==> src/design/ler_pkg.sv <==
package ler_pkg;

    // Fixed field widths of the command and result transactions
    localparam int unsigned EVENT_FIELD_W = 64;
    localparam int unsigned POS_W         = 32;
    localparam int unsigned BUDGET_W      = 7;

    // Largest number of results one read or peek may produce
    localparam logic [BUDGET_W-1:0] MAX_RUN = 7'd64;

    // Command codes
    localparam logic [1:0] CMD_PUSH = 2'd0;
    localparam logic [1:0] CMD_READ = 2'd1;
    localparam logic [1:0] CMD_PEEK = 2'd2;

    typedef struct packed {
        logic [1:0]               command;
        logic [EVENT_FIELD_W-1:0] event_word;
        logic [POS_W-1:0]         reader_cursor;
        logic [BUDGET_W-1:0]      max_events;
    } t_in_item;

    typedef struct packed {
        logic                     has_event;
        logic [EVENT_FIELD_W-1:0] event_out;
        logic [POS_W-1:0]         next_cursor;
        logic [POS_W-1:0]         dropped_count;
        logic [POS_W-1:0]         oldest_position;
        logic                     last_of_run;
    } t_out_item;

    typedef enum logic [1:0] {
        ST_IDLE,
        ST_MOD,
        ST_EMIT
    } t_state;

    // Controller to datapath
    typedef struct packed {
        logic do_push;
        logic load_run;
        logic mod_step;
        logic emit_event;
        logic emit_empty;
    } t_dp_cmd;

    // Datapath to controller
    typedef struct packed {
        logic mod_done;
        logic run_empty;
        logic run_last;
    } t_dp_status;

endpackage

==> src/design/ler_ctrl.sv <==
module ler_ctrl
    import ler_pkg::*;
(
    input  logic       i_clk,
    input  logic       i_rst_n,
    input  logic       i_start,
    input  logic [1:0] i_command,
    input  t_dp_status i_status,
    output t_dp_cmd    o_cmd,
    output logic       o_busy
);

    t_state r_state;
    t_state n_state;
    logic   accept;
    logic   is_run;

    assign accept = i_start && (r_state == ST_IDLE);
    assign is_run = (i_command == CMD_READ) || (i_command == CMD_PEEK);

    // State register
    always_ff @(posedge i_clk) begin
        if (!i_rst_n) begin
            r_state <= ST_IDLE;
        end else begin
            r_state <= n_state;
        end
    end

    // Next state
    always_comb begin
        n_state = r_state;
        case (r_state)
            ST_IDLE: begin
                if (accept && is_run) begin
                    n_state = ST_MOD;
                end
            end
            ST_MOD: begin
                if (i_status.mod_done) begin
                    n_state = ST_EMIT;
                end
            end
            ST_EMIT: begin
                if (i_status.run_empty || i_status.run_last) begin
                    n_state = ST_IDLE;
                end
            end
            default: begin
                n_state = ST_IDLE;
            end
        endcase
    end

    // Datapath commands
    always_comb begin
        o_cmd = '0;
        case (r_state)
            ST_IDLE: begin
                o_cmd.do_push  = accept && (i_command == CMD_PUSH);
                o_cmd.load_run = accept && is_run;
            end
            ST_MOD: begin
                o_cmd.mod_step = !i_status.mod_done;
            end
            ST_EMIT: begin
                o_cmd.emit_empty = i_status.run_empty;
                o_cmd.emit_event = !i_status.run_empty;
            end
            default: begin
                o_cmd = '0;
            end
        endcase
    end

    assign o_busy = (r_state != ST_IDLE);

    // Only one kind of result can be issued in a cycle
    a_one_emit: assert property (@(posedge i_clk) disable iff (!i_rst_n)
        !(o_cmd.emit_event && o_cmd.emit_empty))
        else $error("event and empty result issued together");

    // An empty run ends the command at once
    a_empty_ends: assert property (@(posedge i_clk) disable iff (!i_rst_n)
        o_cmd.emit_empty |=> (r_state == ST_IDLE))
        else $error("empty result did not end the run");

endmodule

==> config.mk <==
export PLATFORM = sky130hd
export DESIGN_NAME = ler_ctrl
export DESIGN_NICKNAME = d
export VERILOG_FILES = /design/src/design/ler_pkg.sv /design/src/design/ler_ctrl.sv
export SDC_FILE = /design/constraint.sdc
export NUM_CORES = 1
export LEC_CHECK = 0
export BUFFER_PORTS_ARGS = -buffer_cell sky130_fd_sc_hd__buf_2
export CAP_MARGIN = 20
export CORE_AREA = 2 2 39 41
export CTS_CLUSTER_SIZE = 12
export DETAILED_ROUTE_END_ITERATION = 16
export DIE_AREA = 0 0 41 43
export RECOVER_POWER = 100
export SYNTH_ARGS = -nofsm -noshare
export SYNTH_HDL_FRONTEND = slang
export SYNTH_SLANG_ARGS = --single-unit
export TNS_END_PERCENT = 50
==> constraint.sdc <==
create_clock -name i_clk -period 1.3 [get_ports i_clk]
set_input_delay 0.26 -clock i_clk [delete_from_list [all_inputs] [get_ports i_clk]]
set_output_delay 0.26 -clock i_clk [all_outputs]
set_load 0.02 [all_outputs]
==> flow_metrics.py <==
metrics = {
    "cells_and_area": {
        "postLayoutCellArea_um2": 338,
        "drive_above_1_share_pct": 65.9,
        "largest_register_ffs": 2,
        "syn2layout_area_growth_pct": 120,
        "top_register": "r_state",
        "final_nets": 52,
        "fin_util_pct": 24.4,
        "n_antenna_cell": 0,
        "reg.largest.list": "r_state: 2 flops",
        "final_cells": 57,
    },
    "sta": {
        "hold_viol": 0,
        "fin_crit_ns": 1.34,
        "worstMarginPinSlew_ns": 0.159,
        "setup_viol": 3,
        "rsz0062_at_grt": "yes",
        "worst_slack_ns": -0.0380,
        "setup_tns_ns": -0.0972,
        "hold_ws_ns": 0.272,
        "fmax_mhz": 747,
        "relSlewSlack_pct": 89.4,
        "period_share_pct": 103,
        "fin_skew_ns": 0.000575,
        "report.final.slew_viol_count": 0,
    },
    "setup_path": {
        "end_kind": "output pin",
        "timing.critical_path.buf_inv": 1,
        "crit_required_ns": 1.04,
        "crit_type": "flip-flop to output pin",
        "crit_arrival_ns": 1.08,
        "critPathLaunch": "r_state[1]",
        "cp.depth": 3,
        "r2r-start": "r_state[0]",
        "cp_slowest_stage_delay_ns": 0.33,
        "rrSetupSlack_ns": 0.09,
        "path_max_fanout": 7,
        "crit_slowest_cell": "dfxtp_2",
        "cp-start-kind": "flip-flop",
        "timing.rr.end": "r_state[1]",
        "r2r.worst_path.cells": 3,
        "critPathTopFamily": "simple AND/OR/NAND/NOR gates",
        "crit_chain": "or2_4, nor2_2, buf_6",
        "critPathCapture": "o_cmd[4]",
    },
    "route": {
        "wl_met1_um": 140,
        "first_pass_iters": 3,
        "drt-total-wl_um": 450,
        "met2_wirelength_um": 244,
        "ant_nets": 0,
        "dr_total_vias": 222,
        "met3WireLength_um": 45,
        "drc": 0,
        "top_layer_used": "met4",
        "wire_per_inst_um": 7.89,
        "first_iter_violations": 2,
        "viasPerCell": 3.89,
    },
    "run_status": {
        "status": "finished with violations",
        "violations": "negative setup slack",
    },
    "floorplanning": {
        "die_h_um": 43,
        "die_area_mm2": 0.00176,
        "die_w_um": 41,
        "ios": 14,
        "row_count": 14,
        "core_mm2": 0.00138,
        "start_util_pct": 11.1,
    },
    "power_and_ir_drop": {
        "power_density_mw_per_mm2": 867,
        "p_leak_nw": 0.173,
        "finalPower_uw": 293,
        "vdd_drop_max_mv": 0.151,
    },
    "grt": {
        "track_usage_pct": 6.41,
        "antenna_found_initial": 0,
        "grt_overflow": 0,
        "grt_start_max_net_pins": 8,
        "grt_pass1_wl_um": 621,
        "first_global_vias": 171,
    },
    "cts": {
        "cts_tree": "built",
        "cts_buffers": 3,
        "clkLatencyLatePin_ns": 0.23,
        "clock-sinks": 2,
        "cts.clk_slew.worst_paths_ns": 0.03,
        "root_buffer": "clkbuf_4",
        "cts_buffer_depth": 2,
        "htreeDepth": 1,
    },
    "synthesis": {
        "synth_warnings": 0,
        "synth_area_leaders": "dfxtp_1, nand3b_1, ha_1, nor2_1, and3b_2",
        "syn_area_per_cell_um2": 7.69,
        "syn_inst": 20,
        "ys_seq_area_share_pct": 26.0,
        "synth_top_area_share_pct": 26.0,
        "synth_nets": 29,
        "netlist_area_um2": 154,
        "synth_largest_area_cell": "dfxtp_1",
        "synth_cell_types": 14,
        "ys_seq_elements": 2,
    },
    "placed_design": {
        "portBuffers": 13,
        "place_inst": 49,
        "pre_cts_ws_ns": 0.0842,
        "gp_congestion": 0.562,
        "dpl_cell_area_um2": 239,
    },
    "hold_path": {
        "hp-class": "input port to flip-flop",
    },
    "job": {
        "drv_cap": 0,
    },
}
==> layout make-up <==
class	count	area [um^2]
Timing Repair Buffer	18	124
Multi-Input combinational cell	16	119
Sequential cell	2	45.0
Fill cell	160	1050
Clock buffer	3	22.5
Tap cell	16	20.0
Inverter	2	7.51
==> power breakdown <==
group	leakage (nW)	internal, mW	switching [mW]
Sequential	0.0175	0.0649	0.00341
Clock	0.0138	0.102	0.0387
Combinational	0.142	0.0464	0.0376
==> worst register-to-register path, stage by stage, from the launching register on <==
cell	delay [ns]
dfxtp_4	0.34
buf_4	0.13
or4b_1	0.52
a21boi_1	0.15
==> cells by family (layout without fill, tap and decap cells) <==
| group | Yosys count | in the layout | synth area share (%) |
|---|---|---|---|
| flip-flops | 2 | 2 | 26.0 |
| AND/OR/NAND/NOR | 13 | 13 | 52.9 |
| adder cells (fa/ha/maj) | 1 | 1 | 8.13 |
| buffers and inverters | 2 | 23 | 4.88 |
| AO/OA/AOI/OAI | 2 | 2 | 8.13 |
==> cells in the final DEF (no fill, tap or decap), drive strengths merged <==
cell type / n
nand2b: 1
clkbuf: 3
or4b: 1
nand2: 2
and3b: 1
nor2: 3
ha: 1
or2: 1
a21oi: 1
buf: 18
a21boi: 1
inv: 2
dfxtp: 2
or2b: 1
nand3b: 2
nor3b: 1
==> cells in the mapped netlist, drive strengths merged <==
master / instances
or2b: 1
or2: 1
or4b: 1
nand2b: 1
nor3b: 1
a21boi: 1
dfxtp: 2
nand2: 2
ha: 1
inv: 2
and3b: 1
nand3b: 2
nor2: 3
a21oi: 1
==> how the worst min path moves through the flow <==
stage	from	to	slack, ns	cells after the start
after floorplan	i_rst_n	r_state[0]	0.39	2
after global placement	i_rst_n	r_state[0]	0.51	3
after detailed placement	i_rst_n	r_state[0]	0.52	3
after CTS	i_rst_n	r_state[0]	0.27	3
after global routing	i_rst_n	r_state[0]	0.27	3
final	i_rst_n	r_state[0]	0.27	3
==> repair_timing <==
action | 4_1_cts | 5_1_grt
gates resized for setup | 8 | 6
pin swaps | 1 | 1
setup buffers | 2 | 3
setup endpoints to repair | 4 | 3
hold buffers | 0 | 0
==> layer usage <==
layer	vias to the layer above	track usage, %
met5	-	0
met2	11	8.75
met4	0	10.0
li1	110	-
met1	99	3.83
met3	2	4.71
Power figures use the tool's default switching activity.
